==> src/design/raic_pkg.sv <==
// ---------------------------------------------------------------------------
// raic_pkg: shared types and constants for the RARP/ARP/ICMP frame classifier
// Field widths, protocol codes, result kinds and the captured header record.
// ---------------------------------------------------------------------------
package raic_pkg;

    // Field widths.
    localparam int MAC_W   = 48;
    localparam int IP_W    = 32;
    localparam int KIND_W  = 3;
    localparam int COUNT_W = 16;
    localparam int IDX_W   = 11;
    localparam int CFG_IDX_W = 1;

    // Byte counter saturates here.
    localparam logic [IDX_W-1:0] IDX_MAX = 11'd2047;

    // Minimum frame lengths for each check.
    localparam logic [IDX_W-1:0] ETH_HDR_LEN = 11'd14;
    localparam logic [IDX_W-1:0] ARP_MIN_LEN = 11'd42;
    localparam logic [IDX_W-1:0] IP_MIN_LEN  = 11'd34;
    // ICMP type lies at 14 + 4*IHL; echo header needs 8 bytes beyond that.
    localparam logic [IDX_W-1:0] ICMP_HDR_END = 11'd22;

    // Protocol codes.
    localparam logic [15:0] ETHERTYPE_IPV4 = 16'h0800;
    localparam logic [15:0] ARP_ETHERTYPE  = 16'h0806;
    localparam logic [15:0] ETHERTYPE_RARP = 16'h8035;
    localparam logic [15:0] ARP_OP_REQUEST = 16'd1;
    localparam logic [15:0] RARP_OP_REPLY  = 16'd4;
    localparam logic [7:0]  IP_PROTO_ICMP  = 8'd1;
    localparam logic [7:0]  ICMP_ECHO_REQ  = 8'd8;
    localparam logic [MAC_W-1:0] MAC_BROADCAST = {MAC_W{1'b1}};

    // Result kinds.
    localparam logic [KIND_W-1:0] KIND_IGNORED    = 3'd0;
    localparam logic [KIND_W-1:0] KIND_RARP_LEARN = 3'd1;
    localparam logic [KIND_W-1:0] KIND_ARP_NOTED  = 3'd2;
    localparam logic [KIND_W-1:0] KIND_ARP_REPLY  = 3'd3;
    localparam logic [KIND_W-1:0] KIND_ICMP_ECHO  = 3'd4;

    // Configuration register indexes.
    localparam logic [CFG_IDX_W-1:0] CFG_STATION_MAC = 1'd0;
    localparam logic [CFG_IDX_W-1:0] CFG_IGNORE_RARP = 1'd1;

    // Header fields captured from the byte stream.
    typedef struct packed {
        logic [MAC_W-1:0] dest_addr;
        logic [MAC_W-1:0] src_addr;
        logic [15:0]      ether_kind;
        logic [15:0]      proto_kind;
        logic [15:0]      arp_opcode;
        logic [MAC_W-1:0] arp_target_hw;
        logic [IP_W-1:0]  sender_proto_addr;
        logic [IP_W-1:0]  target_proto_addr;
        logic [IP_W-1:0]  ip_source;
        logic [3:0]       header_words;
        logic [7:0]       ip_protocol;
        logic [7:0]       icmp_type_seen;
        logic             icmp_type_valid;
    } hdr_t;

endpackage

==> src/design/raic_if.sv <==
// ---------------------------------------------------------------------------
// raic_if: valid/ready channels of the frame classifier
// Receive byte channel, classification result channel and register writes.
// ---------------------------------------------------------------------------
interface raic_rx_if;
    import raic_pkg::*;

    logic       valid;
    logic       ready;
    logic [7:0] frame_byte;
    logic       frame_last;

    modport source (output valid, output frame_byte, output frame_last, input ready);
    modport sink   (input valid, input frame_byte, input frame_last, output ready);
endinterface

interface raic_res_if;
    import raic_pkg::*;

    logic               valid;
    logic               ready;
    logic [KIND_W-1:0]  frame_kind;
    logic [MAC_W-1:0]   peer_mac;
    logic [IP_W-1:0]    peer_ip;
    logic [IP_W-1:0]    target_ip;
    logic [COUNT_W-1:0] frames_for_me;

    modport source (output valid, output frame_kind, output peer_mac, output peer_ip,
                    output target_ip, output frames_for_me, input ready);
    modport sink   (input valid, input frame_kind, input peer_mac, input peer_ip,
                    input target_ip, input frames_for_me, output ready);
endinterface

interface raic_cfg_if;
    import raic_pkg::*;

    logic                 valid;
    logic                 ready;
    logic [CFG_IDX_W-1:0] index;
    logic [MAC_W-1:0]     data;

    modport source (output valid, output index, output data, input ready);
    modport sink   (input valid, input index, input data, output ready);
endinterface

==> src/design/raic_fields.sv <==
// ---------------------------------------------------------------------------
// raic_fields: header field capture
// Shifts frame bytes into the header fields at their fixed offsets and
// presents the fields as they stand once the current byte is taken in.
// ---------------------------------------------------------------------------
module raic_fields (
    input  logic                    clk,
    input  logic                    rst_n,
    input  logic                    beat_en,
    input  logic [raic_pkg::IDX_W-1:0] pos,
    input  logic [7:0]              frame_byte,
    input  logic                    frame_last,
    output raic_pkg::hdr_t          hdr_view
);
    import raic_pkg::*;

    hdr_t             hdr_reg;
    hdr_t             hdr_next;
    hdr_t             hdr_hold_next;
    logic [3:0]       words_eff;
    logic [IDX_W-1:0] icmp_pos;

    // Field updates for the byte at position pos.
    always_comb
    begin
        hdr_next = hdr_reg;
        if (pos <= 11'd5)
        begin
            hdr_next.dest_addr = {hdr_reg.dest_addr[MAC_W-9:0], frame_byte};
        end
        else if (pos <= 11'd11)
        begin
            hdr_next.src_addr = {hdr_reg.src_addr[MAC_W-9:0], frame_byte};
        end
        else if (pos <= 11'd13)
        begin
            hdr_next.ether_kind = {hdr_reg.ether_kind[7:0], frame_byte};
        end
        if (pos == 11'd14)
        begin
            hdr_next.header_words = frame_byte[3:0];
        end
        if (pos >= 11'd16 && pos <= 11'd17)
        begin
            hdr_next.proto_kind = {hdr_reg.proto_kind[7:0], frame_byte};
        end
        if (pos >= 11'd20 && pos <= 11'd21)
        begin
            hdr_next.arp_opcode = {hdr_reg.arp_opcode[7:0], frame_byte};
        end
        if (pos == 11'd23)
        begin
            hdr_next.ip_protocol = frame_byte;
        end
        if (pos >= 11'd26 && pos <= 11'd29)
        begin
            hdr_next.ip_source = {hdr_reg.ip_source[IP_W-9:0], frame_byte};
        end
        if (pos >= 11'd28 && pos <= 11'd31)
        begin
            hdr_next.sender_proto_addr = {hdr_reg.sender_proto_addr[IP_W-9:0], frame_byte};
        end
        if (pos >= 11'd32 && pos <= 11'd37)
        begin
            hdr_next.arp_target_hw = {hdr_reg.arp_target_hw[MAC_W-9:0], frame_byte};
        end
        if (pos >= 11'd38 && pos <= 11'd41)
        begin
            hdr_next.target_proto_addr = {hdr_reg.target_proto_addr[IP_W-9:0], frame_byte};
        end

        // The ICMP type byte follows the IP header, whose length may arrive
        // in this very byte.
        words_eff = hdr_next.header_words;
        icmp_pos  = ETH_HDR_LEN + {5'd0, words_eff, 2'b00};
        if (pos >= ETH_HDR_LEN && pos == icmp_pos)
        begin
            hdr_next.icmp_type_seen  = frame_byte;
            hdr_next.icmp_type_valid = 1'b1;
        end
    end

    assign hdr_view = hdr_next;

    // Stored value; the ICMP type valid bit clears at every frame end.
    always_comb
    begin
        hdr_hold_next = hdr_next;
        if (frame_last)
        begin
            hdr_hold_next.icmp_type_valid = 1'b0;
        end
    end

    // Field registers.
    always_ff @(posedge clk or negedge rst_n)
    begin
        if (!rst_n)
        begin
            hdr_reg <= '0;
        end
        else if (beat_en)
        begin
            hdr_reg <= hdr_hold_next;
        end
    end

endmodule

==> src/design/rarp_arp_icmp_frame_classifier.sv <==
// ---------------------------------------------------------------------------
// rarp_arp_icmp_frame_classifier: receive filter for RARP, ARP and ICMP echo
// Classifies each received Ethernet frame at its last byte, learns the
// station IP from RARP replies and counts frames addressed to the station.
// ---------------------------------------------------------------------------
//
//  Channel  Dir  Beat contents
//  -------  ---  ---------------------------------------------------------
//  rx       in   frame_byte, frame_last: one frame byte in wire order
//  res      out  frame_kind, peer_mac, peer_ip, target_ip, frames_for_me
//  cfg      in   index, data: register write (0 station MAC, 1 ignore RARP)
//
//  One byte is taken per cycle while no last byte is held back by a stalled
//  result. A byte waits in the input register, and capture and classification
//  run from it into the result register, loaded as the last byte moves on.
//  A stalled result holds back only a following last byte; other bytes keep
//  flowing. Reset clears all state and registers; cfg is always ready.
//
module rarp_arp_icmp_frame_classifier (
    input  logic       clk,
    input  logic       rst_n,
    raic_rx_if.sink    rx,
    raic_res_if.source res,
    raic_cfg_if.sink   cfg
);
    import raic_pkg::*;

    // Configuration registers.
    logic [MAC_W-1:0] station_mac_reg;
    logic             ignore_rarp_reg;

    // Input register.
    logic             s1_valid_reg;
    logic [7:0]       s1_byte_reg;
    logic             s1_last_reg;
    logic             advance;

    // Frame state.
    logic [IDX_W-1:0]   byte_index_reg;
    logic [IDX_W-1:0]   frame_len;
    logic [IP_W-1:0]    station_ip_reg;
    logic               station_ip_known_reg;
    logic [COUNT_W-1:0] for_me_count_reg;
    hdr_t               hdr;

    // Classification.
    logic               for_me;
    logic               bcast;
    logic               rarp_match;
    logic               arp_match;
    logic               icmp_match;
    logic [IDX_W-1:0]   icmp_end;
    logic [COUNT_W-1:0] count_inc;
    logic [COUNT_W-1:0] count_base;
    logic [COUNT_W-1:0] count_dec;
    logic [COUNT_W-1:0] count_next;
    logic               learn_ip;
    logic [KIND_W-1:0]  kind_next;
    logic [IP_W-1:0]    peer_ip_next;
    logic [IP_W-1:0]    target_ip_next;

    // Result register.
    logic               out_valid_reg;
    logic [KIND_W-1:0]  out_kind_reg;
    logic [MAC_W-1:0]   out_mac_reg;
    logic [IP_W-1:0]    out_peer_ip_reg;
    logic [IP_W-1:0]    out_target_ip_reg;
    logic [COUNT_W-1:0] out_count_reg;

    // Configuration writes.
    assign cfg.ready = 1'b1;

    always_ff @(posedge clk or negedge rst_n)
    begin
        if (!rst_n)
        begin
            station_mac_reg <= '0;
            ignore_rarp_reg <= 1'b0;
        end
        else if (cfg.valid)
        begin
            unique case (cfg.index)
                CFG_STATION_MAC: station_mac_reg <= cfg.data;
                CFG_IGNORE_RARP: ignore_rarp_reg <= cfg.data[0];
                default:         ;
            endcase
        end
    end

    // A buffered byte moves on unless it ends a frame and the result
    // register is still full.
    assign advance  = s1_valid_reg && (!s1_last_reg || !out_valid_reg || res.ready);
    assign rx.ready = !s1_valid_reg || advance;

    always_ff @(posedge clk or negedge rst_n)
    begin
        if (!rst_n)
        begin
            s1_valid_reg <= 1'b0;
            s1_byte_reg  <= '0;
            s1_last_reg  <= 1'b0;
        end
        else if (rx.ready)
        begin
            s1_valid_reg <= rx.valid;
            if (rx.valid)
            begin
                s1_byte_reg <= rx.frame_byte;
                s1_last_reg <= rx.frame_last;
            end
        end
    end

    // Header capture.
    raic_fields u_fields (
        .clk        (clk),
        .rst_n      (rst_n),
        .beat_en    (advance),
        .pos        (byte_index_reg),
        .frame_byte (s1_byte_reg),
        .frame_last (s1_last_reg),
        .hdr_view   (hdr)
    );

    // Frame length including this byte, saturating.
    assign frame_len = (byte_index_reg == IDX_MAX) ? IDX_MAX : byte_index_reg + 11'd1;

    always_ff @(posedge clk or negedge rst_n)
    begin
        if (!rst_n)
        begin
            byte_index_reg <= '0;
        end
        else if (advance)
        begin
            byte_index_reg <= s1_last_reg ? '0 : frame_len;
        end
    end

    // Frame checks on the fields as completed by this byte.
    assign for_me   = (hdr.dest_addr == station_mac_reg);
    assign bcast    = (hdr.dest_addr == MAC_BROADCAST);
    assign icmp_end = ICMP_HDR_END + {5'd0, hdr.header_words, 2'b00};

    assign rarp_match = for_me && frame_len >= ARP_MIN_LEN
                        && hdr.ether_kind == ETHERTYPE_RARP
                        && hdr.proto_kind == ETHERTYPE_IPV4
                        && hdr.arp_opcode == RARP_OP_REPLY
                        && hdr.arp_target_hw == station_mac_reg;

    assign arp_match = frame_len >= ARP_MIN_LEN
                       && hdr.ether_kind == ARP_ETHERTYPE
                       && hdr.proto_kind == ETHERTYPE_IPV4
                       && hdr.arp_opcode == ARP_OP_REQUEST
                       && (!station_ip_known_reg
                           || hdr.target_proto_addr == station_ip_reg);

    assign icmp_match = hdr.ether_kind == ETHERTYPE_IPV4
                        && frame_len >= IP_MIN_LEN
                        && hdr.ip_protocol == IP_PROTO_ICMP
                        && icmp_end <= frame_len
                        && hdr.icmp_type_valid
                        && hdr.icmp_type_seen == ICMP_ECHO_REQ;

    // Count: a frame for the station adds one; an ignored RARP reply takes
    // it back; a reported request takes one back unless the count is zero.
    assign count_inc  = for_me ? for_me_count_reg + 16'd1 : for_me_count_reg;
    assign count_base = (rarp_match && ignore_rarp_reg) ? count_inc - 16'd1 : count_inc;
    assign count_dec  = (count_base != '0) ? count_base - 16'd1 : count_base;

    always_comb
    begin
        kind_next      = KIND_IGNORED;
        peer_ip_next   = '0;
        target_ip_next = '0;
        count_next     = count_base;
        learn_ip       = 1'b0;
        priority if (frame_len < ETH_HDR_LEN)
        begin
            count_next = for_me_count_reg;
        end
        else if (rarp_match && !ignore_rarp_reg)
        begin
            kind_next      = KIND_RARP_LEARN;
            target_ip_next = hdr.target_proto_addr;
            count_next     = count_inc;
            learn_ip       = 1'b1;
        end
        else if (bcast)
        begin
            if (arp_match)
            begin
                kind_next      = station_ip_known_reg ? KIND_ARP_REPLY : KIND_ARP_NOTED;
                peer_ip_next   = hdr.sender_proto_addr;
                target_ip_next = hdr.target_proto_addr;
                count_next     = count_dec;
            end
        end
        else if (for_me && icmp_match)
        begin
            kind_next    = KIND_ICMP_ECHO;
            peer_ip_next = hdr.ip_source;
            count_next   = count_dec;
        end
    end

    // Station state changes at frame end.
    always_ff @(posedge clk or negedge rst_n)
    begin
        if (!rst_n)
        begin
            station_ip_reg       <= '0;
            station_ip_known_reg <= 1'b0;
            for_me_count_reg     <= '0;
        end
        else if (advance && s1_last_reg)
        begin
            for_me_count_reg <= count_next;
            if (learn_ip)
            begin
                station_ip_reg       <= hdr.target_proto_addr;
                station_ip_known_reg <= 1'b1;
            end
        end
    end

    // Result register.
    always_ff @(posedge clk or negedge rst_n)
    begin
        if (!rst_n)
        begin
            out_valid_reg     <= 1'b0;
            out_kind_reg      <= '0;
            out_mac_reg       <= '0;
            out_peer_ip_reg   <= '0;
            out_target_ip_reg <= '0;
            out_count_reg     <= '0;
        end
        else if (advance && s1_last_reg)
        begin
            out_valid_reg     <= 1'b1;
            out_kind_reg      <= kind_next;
            out_mac_reg       <= (kind_next != KIND_IGNORED) ? hdr.src_addr : '0;
            out_peer_ip_reg   <= peer_ip_next;
            out_target_ip_reg <= target_ip_next;
            out_count_reg     <= count_next;
        end
        else if (res.ready)
        begin
            out_valid_reg <= 1'b0;
        end
    end

    assign res.valid         = out_valid_reg;
    assign res.frame_kind    = out_kind_reg;
    assign res.peer_mac      = out_mac_reg;
    assign res.peer_ip       = out_peer_ip_reg;
    assign res.target_ip     = out_target_ip_reg;
    assign res.frames_for_me = out_count_reg;

endmodule

==> src/flat_wrapper.sv <==
// flat-port wrapper written by rule: the top's interface ports become plain ports
module rarp_arp_icmp_frame_classifier_flat import raic_pkg::*;
  (clk, rst_n, rx_valid, rx_frame_byte, rx_frame_last, rx_ready, res_valid, res_frame_kind, res_peer_mac, res_peer_ip, res_target_ip, res_frames_for_me, res_ready, cfg_valid, cfg_index, cfg_data, cfg_ready);
  raic_rx_if rx_i ();
  raic_res_if res_i ();
  raic_cfg_if cfg_i ();
  input  logic clk;
  input  logic rst_n;
  input wire logic [$bits(rx_i.valid)-1:0] rx_valid;
  input wire logic [$bits(rx_i.frame_byte)-1:0] rx_frame_byte;
  input wire logic [$bits(rx_i.frame_last)-1:0] rx_frame_last;
  output wire logic [$bits(rx_i.ready)-1:0] rx_ready;
  output wire logic [$bits(res_i.valid)-1:0] res_valid;
  output wire logic [$bits(res_i.frame_kind)-1:0] res_frame_kind;
  output wire logic [$bits(res_i.peer_mac)-1:0] res_peer_mac;
  output wire logic [$bits(res_i.peer_ip)-1:0] res_peer_ip;
  output wire logic [$bits(res_i.target_ip)-1:0] res_target_ip;
  output wire logic [$bits(res_i.frames_for_me)-1:0] res_frames_for_me;
  input wire logic [$bits(res_i.ready)-1:0] res_ready;
  input wire logic [$bits(cfg_i.valid)-1:0] cfg_valid;
  input wire logic [$bits(cfg_i.index)-1:0] cfg_index;
  input wire logic [$bits(cfg_i.data)-1:0] cfg_data;
  output wire logic [$bits(cfg_i.ready)-1:0] cfg_ready;
  assign rx_i.valid = rx_valid;
  assign rx_i.frame_byte = rx_frame_byte;
  assign rx_i.frame_last = rx_frame_last;
  assign rx_ready = rx_i.ready;
  assign res_valid = res_i.valid;
  assign res_frame_kind = res_i.frame_kind;
  assign res_peer_mac = res_i.peer_mac;
  assign res_peer_ip = res_i.peer_ip;
  assign res_target_ip = res_i.target_ip;
  assign res_frames_for_me = res_i.frames_for_me;
  assign res_i.ready = res_ready;
  assign cfg_i.valid = cfg_valid;
  assign cfg_i.index = cfg_index;
  assign cfg_i.data = cfg_data;
  assign cfg_ready = cfg_i.ready;
  rarp_arp_icmp_frame_classifier u_core (.clk(clk), .rst_n(rst_n), .rx(rx_i), .res(res_i), .cfg(cfg_i));
endmodule
==> config.mk <==
export PLATFORM = sky130hd
export DESIGN_NAME = rarp_arp_icmp_frame_classifier_flat
export DESIGN_NICKNAME = d
export VERILOG_FILES = /design/src/design/raic_pkg.sv /design/src/design/raic_if.sv /design/src/design/raic_fields.sv /design/src/design/rarp_arp_icmp_frame_classifier.sv /design/src/flat_wrapper.sv
export SDC_FILE = /design/constraint.sdc
export NUM_CORES = 1
export LEC_CHECK = 0
export BUFFER_PORTS_ARGS = -buffer_cell sky130_fd_sc_hd__buf_4
export CORE_UTILIZATION = 50
export DETAILED_ROUTE_END_ITERATION = 16
export HOLD_SLACK_MARGIN = 0.1
export PLACE_DENSITY = 0.7
export SLEW_MARGIN = 0
export SYNTH_ARGS = -nofsm -noshare
export SYNTH_HDL_FRONTEND = slang
export SYNTH_SLANG_ARGS = --single-unit
==> constraint.sdc <==
create_clock -name clk -period 8.9 [get_ports clk]
set_clock_uncertainty 0.1 [all_clocks]
set_input_delay 1.335 -clock clk [delete_from_list [all_inputs] [get_ports clk]]
set_output_delay 1.335 -clock clk [all_outputs]
set_load 0.01 [all_outputs]
---- After elaboration in Yosys (flattened, before gate mapping) ----
Index checks and enable logic that the tools add are counted.
word-level totals
  input port bits ......................... 63
  memories ................................ 0
  bits in latches ......................... 0
  bits in writable memories ............... 0
  bits in read-only memories .............. 0
  register bits after elaboration ......... 544
  output and inout port bits .............. 134
  word-level logic and storage cells ...... 158
cells by class
  mux-type cells .......................... 44
  bitwise gates (word level) .............. 2
  equality and inequality tests ........... 16
  multipliers ............................. 0
  div/mod/pow operators ................... 0
  shifts and indexed selects .............. 0
  add/sub/neg operators ................... 6
  reductions and logical operators ........ 43
  order comparisons ....................... 20
operator list
  operator                                               count
  two-way mux 32 bit                                     12
  two-way mux 48 bit                                     4
  two-way mux 16 bit                                     11
  == test 48 bit                                         2
  two-way mux 64 bit                                     1
  == test 16 x 12 -> 1 bit (second input constant)       3
  == test 48 bit (second input constant)                 1
  >= comparator 11 x 5 -> 1 bit (second input constant)  4
  >= comparator 11 x 6 -> 1 bit (second input constant)  4
  <= comparator 11 x 5 -> 1 bit (second input constant)  4
  == test 32 bit                                         1
  subtractor 16 x 1 -> 16 bit (second input constant)    2
  logical AND 1 bit                                      26
  <= comparator 11 x 4 -> 1 bit (second input constant)  2
  <= comparator 11 x 6 -> 1 bit (second input constant)  2
  two-way mux 11 bit                                     2
  adder 16 x 1 -> 16 bit (second input constant)         1
  == test 16 x 1 -> 1 bit (second input constant)        1
  == test 16 bit (second input constant)                 1
  == test 16 x 3 -> 1 bit (second input constant)        1
  nonzero test 16 bit                                    1
  two-way mux 3 bit                                      5
  adder 11 x 1 -> 11 bit (second input constant)         1
  == test 11 bit (second input constant)                 1
  21 further kinds                                       38

---- Depth between registers and ports, before layout ----
  depth after elaboration ................. 17
  depth in mapped cells ................... 26
  depth with buffers taken out ............ 21

---- Hierarchy ----
A second synthesis with hierarchy kept.
second synthesis, totals
  cells, all modules ...................... 2,715
  area, all modules ....................... 30,737.0 um^2
modules (own cells, without submodules)
  module                          seq. area each (um^2)  cells an instance  area an instance (um^2)  times used
  raic_fields                     7,732.4                1,514              18,024.8                 1
  rarp_arp_icmp_frame_classifier  5,880.6                1,201              12,712.2                 1

---- Worst setup path after synthesis ----
Ideal clock, no wire load.
  path type ............................... reg-to-reg
  start point ............................. register u_core.byte_index_reg[1]
  end point ............................... register u_core.for_me_count_reg[2]
  clock period less this slack ............ 5.756 ns
  path slack .............................. 3.144 ns
  data required time ...................... 8.676 ns
  buffers on the path ..................... 4
  stages on the path, launching flop included .. 25
  library setup time ...................... 0.124 ns
  arrival ................................. 5.532 ns
  path through ............................ dfrtp_1 > clkbuf_1 > inv_1 > ha_1 > o21bai_1 > o21ai_2 > o21ai_1 > and3_1 > a211o_2 > buf_6 > nor3_4 > clkbuf_1 > xnor2_1 > ha_1 > clkbuf_1 > inv_1 > nor3_1 > nand4_1 > nor3_2 > xnor2_1 > nor4_1 > nand2_1 > a32oi_1 > a21oi_1 > a211o_1
on the way
  word-level cells in the longest chain between the ends .. 16
  elaborated cells on any way between the ends .. 82
  those cells by class .................... 5 x add/sub; 16 x order compare; 16 x eq/ne; 19 x mux; 1 x bitwise; 25 x reduce/logical
ends and longest elaborated chain
  item                                                                                  RTL line                               source
  start: declaration                                                                    rarp_arp_icmp_frame_classifier.sv:39   logic [IDX_W-1:0] byte_index_reg;
  start signal: assignment                                                              rarp_arp_icmp_frame_classifier.sv:136  byte_index_reg <= s1_last_reg ? '0 : frame_len;
  parallel branches: the longest is 16 deep, another holds subtractor 16 x 1 -> 16 bit  n/a
  end signal: assignment                                                                rarp_arp_icmp_frame_classifier.sv:218  for_me_count_reg <= count_next;
  end: declaration                                                                      rarp_arp_icmp_frame_classifier.sv:43   logic [COUNT_W-1:0] for_me_count_reg;
Parallel ways; which one is timed is not known.
A chain may end at the register's enable or synchronous reset.

---- Final worst setup path ----
  start point ............................. register u_core.byte_index_reg[2]
  end point ............................... register u_core.for_me_count_reg[2]
Same word-level chain as after synthesis.

==> impl_metrics.py <==
metrics = {
    "yosys": {
        "synth_top_area_cell": "dfrtp_1",
        "synth.area.top_cells": "dfrtp_1, mux2_2, o21ai_0",
        "synth_ff_type": "dfrtp_1",
        "syn_inst": 2959,
        "yosysTopAreaCellShare": 0.463,
        "synthesis.area_um2": 29400,
        "synth-seq-cells": 544,
        "syn-num-nets": 3037,
        "synth_edf_count": 0,
        "async_reset_ff_frac": 1.00,
        "avgSynthCellArea_um2": 9.94,
        "seq_area_frac_synth": 0.463,
        "synth_warnings": 0,
        "yosysUniqueCellTypes": 100,
    },
    "final_layout": {
        "largest_register_ff_count": 309,
        "finalNonFillerCells": 3884,
        "drive_above_1_share": 0.217,
        "final_common_cell": "dfrtp_1",
        "most-common-layout-cells": "dfrtp_1, nand2_1, mux2_2",
        "fin_util": 0.583,
        "layout.nets": 3149,
        "synthToLayoutAreaGrowth_pct": 14.8,
    },
    "global_routing": {
        "grt_max_degree": 195,
        "track_usage": 0.339,
        "grt_pass1_wl_um": 154000,
        "overflow": 0,
        "antenna_found_initial": 4,
        "grt_pass1_vias": 24300,
    },
    "power_and_ir_drop": {
        "p_per_area_nw_per_um2": 202,
        "vdd_drop_max_mv": 0.193,
        "power_leakage_nw": 15.7,
    },
    "worst_setup_path": {
        "cp-end-kind": "flop",
        "cp-start-kind": "flop",
        "rr_endpoint": "u_core.for_me_count_reg[2]$_DFFE_PN0P_",
        "critPathRequiredTime_ns": 9.32,
        "cp_max_fo": 22,
        "critPathKind": "flop to flop",
        "r2r_start": "u_core.byte_index_reg[2]$_DFFE_PN0P_",
        "rr_worst_depth": 19,
        "r2r_slack_ns": 1.75,
        "critPathLaunch": "u_core.byte_index_reg[2]$_DFFE_PN0P_",
        "cp-endpoint": "u_core.for_me_count_reg[2]$_DFFE_PN0P_",
        "critPathArrivalTime_ns": 7.57,
    },
    "timing": {
        "slew_violations": 0,
        "fmax_mhz": 140,
        "timing.final.ws_setup_ns": 1.75,
        "holdWs_ns": 0.375,
        "worst_pin_slew_ns": 1.28,
        "setup_viol": 0,
        "slew_headroom": 0.146,
        "rsz0062_at_grt": "false",
        "layout_min_cycle_time_ns": 7.15,
        "hold_violations": 0,
        "setup_tns_ns": 0,
        "period_share": 0.803,
    },
    "routing": {
        "wl_met3_um": 7850,
        "wl_met2_um": 46300,
        "drc": 0,
        "antenna_left": 0,
        "top_layer": "met5",
        "routed_wl_um": 101000,
        "drt-pass1-iter-count": 8,
        "vias": 24600,
        "wire_per_inst_um": 26.1,
        "via_per_inst": 6.32,
        "m1WireLength_um": 43900,
        "drtIter0Drc": 2311,
    },
    "placed_design": {
        "gp_congestion": 1.06,
        "hpwl_um": 72100,
        "dp_slack_ns": 1.95,
        "io_buffers": 195,
        "dp.cells": 3775,
    },
    "die": {
        "fp-row-count": 88,
        "initial_utilization": 0.508,
        "fp.dieH_um": 245,
        "core_area_um2": 57900,
        "ios": 197,
        "dieWidth_um": 245,
        "die-area_um2": 59800,
    },
    "clock_tree": {
        "ctsHoldBuffers": 0,
        "cts_tree": "built",
        "clk_latency_ns": 0.65,
        "cts.sinks": 544,
        "cts_buffers": 59,
        "cts_max_level": 2,
        "root_buffer": "clkbuf_16",
        "cts_setup_buffers": 0,
        "cts_buffer_depth": 3,
        "cts_resized": 0,
        "clkTransAtPathRegs_ns": 0.06,
    },
    "outcome": {
        "status": "finished, final reports clean",
    },
    "run": {
        "drv_cap": 0,
    },
    "min_path": {
        "hold_path.class": "flop to flop",
    },
}
-- cells in the mapped netlist, types with 15 or more instances --
| cell type | count |
|---|---|
| a211oi_1 | 15 |
| a21oi_1 | 115 |
| and2_1 | 23 |
| and3_1 | 40 |
| clkbuf_1 | 156 |
| dfrtp_1 | 544 |
| ha_1 | 15 |
| inv_1 | 93 |
| mux2_2 | 286 |
| mux2i_1 | 140 |
| nand2_1 | 311 |
| nand2b_1 | 36 |
| nand3_1 | 76 |
| nand4_1 | 56 |
| nor2_1 | 141 |
| nor2b_1 | 21 |
| nor3_1 | 46 |
| nor4_1 | 62 |
| o21ai_0 | 283 |
| o22ai_1 | 31 |
| or3_1 | 22 |
| xnor2_1 | 95 |
| xor2_1 | 64 |
-- power by group --
| group | switching (mW) | internal (mW) | leakage [nW] | total (mW) |
|---|---|---|---|---|
| Combinational | 0.539 | 0.412 | 7.30 | 0.951 |
| Sequential | 0.396 | 2.65 | 7.34 | 3.04 |
| Clock | 1.09 | 1.74 | 1.08 | 2.83 |
| Total | 2.02 | 4.80 | 15.7 | 6.82 |
-- final cells by class --
cell class | instances | area [um^2]
diodes | 1 | 2.50
clock buffers | 74 | 1580
clock inverters | 34 | 663
fillers | 4982 | 24200
inverters | 97 | 364
multi-input cells | 2134 | 14800
flip-flops and latches | 544 | 13600
well taps | 765 | 957
repair buffers | 235 | 1800
-- metal layers --
layer / vias to the layer above / GRT usage
met3: 201 / 0.0615
met5: - / 0
met2: 1083 / 0.528
li1: 10900 / -
met1: 12400 / 0.479
met4: 4 / 0.110
-- stage by stage --
step / area (um^2) / total power, mW
floorplan: 29400 / 3.52
finish: 33800 / 6.82
detailed placement: 31500 / 4.00
global route: 33700 / 7.04
global placement: 31500 / 3.99
CTS: 33700 / 6.83
-- cell families (layout without fill, tap and decap cells) --
kind of cell | count (synthesis) | count (layout) | share of synthesized area
AO/OA/AOI/OAI | 625 | 625 | 0.129
XOR/XNOR | 159 | 159 | 0.0474
adder cells (fa/ha/maj) | 15 | 15 | 0.00638
buffers and inverters | 281 | 440 | 0.0373
flip-flops | 544 | 544 | 0.463
multiplexers | 427 | 427 | 0.158
other | 1 | 2 | 0.000128
AND/OR/NAND/NOR | 907 | 907 | 0.159
-- critical path, cell delays in order (launching register included) --
cell and delay, ns:
dfrtp_1 0.77, clkinv_1 0.49, o21ai_2 0.23, buf_4 0.31, o21ai_1 0.11, and3_1 0.22, o22ai_2 0.79, nor3_4 0.27
xnor2_1 0.48, ha_1 0.56, inv_1 0.30, nor3_1 0.24, nand4_1 0.27, nor3_2 0.34, xnor2_1 0.18, nor4_1 0.45
nand2_1 0.18, a32oi_1 0.36, a21oi_1 0.08, a211o_1 0.27
-- worst min path at each step --
stage,from,to,cells after the start
2_1_floorplan,u_core.u_fields.hdr_reg[79]$_DFFE_PN0P_,u_core.u_fields.hdr_reg[79]$_DFFE_PN0P_,2
3_3_place_gp,u_core.u_fields.hdr_reg[79]$_DFFE_PN0P_,u_core.u_fields.hdr_reg[79]$_DFFE_PN0P_,2
3_5_place_dp,u_core.res.frame_kind[2]$_DFFE_PN0P_,u_core.res.frame_kind[2]$_DFFE_PN0P_,2
4_1_cts,u_core.res.frame_kind[2]$_DFFE_PN0P_,u_core.res.frame_kind[2]$_DFFE_PN0P_,2
5_1_grt,u_core.res.frame_kind[1]$_DFFE_PN0P_,u_core.res.frame_kind[1]$_DFFE_PN0P_,2
6_report,u_core.res.peer_mac[32]$_DFFE_PN0P_,u_core.res.peer_mac[32]$_DFFE_PN0P_,2
(Power assumes the default switching activity.)
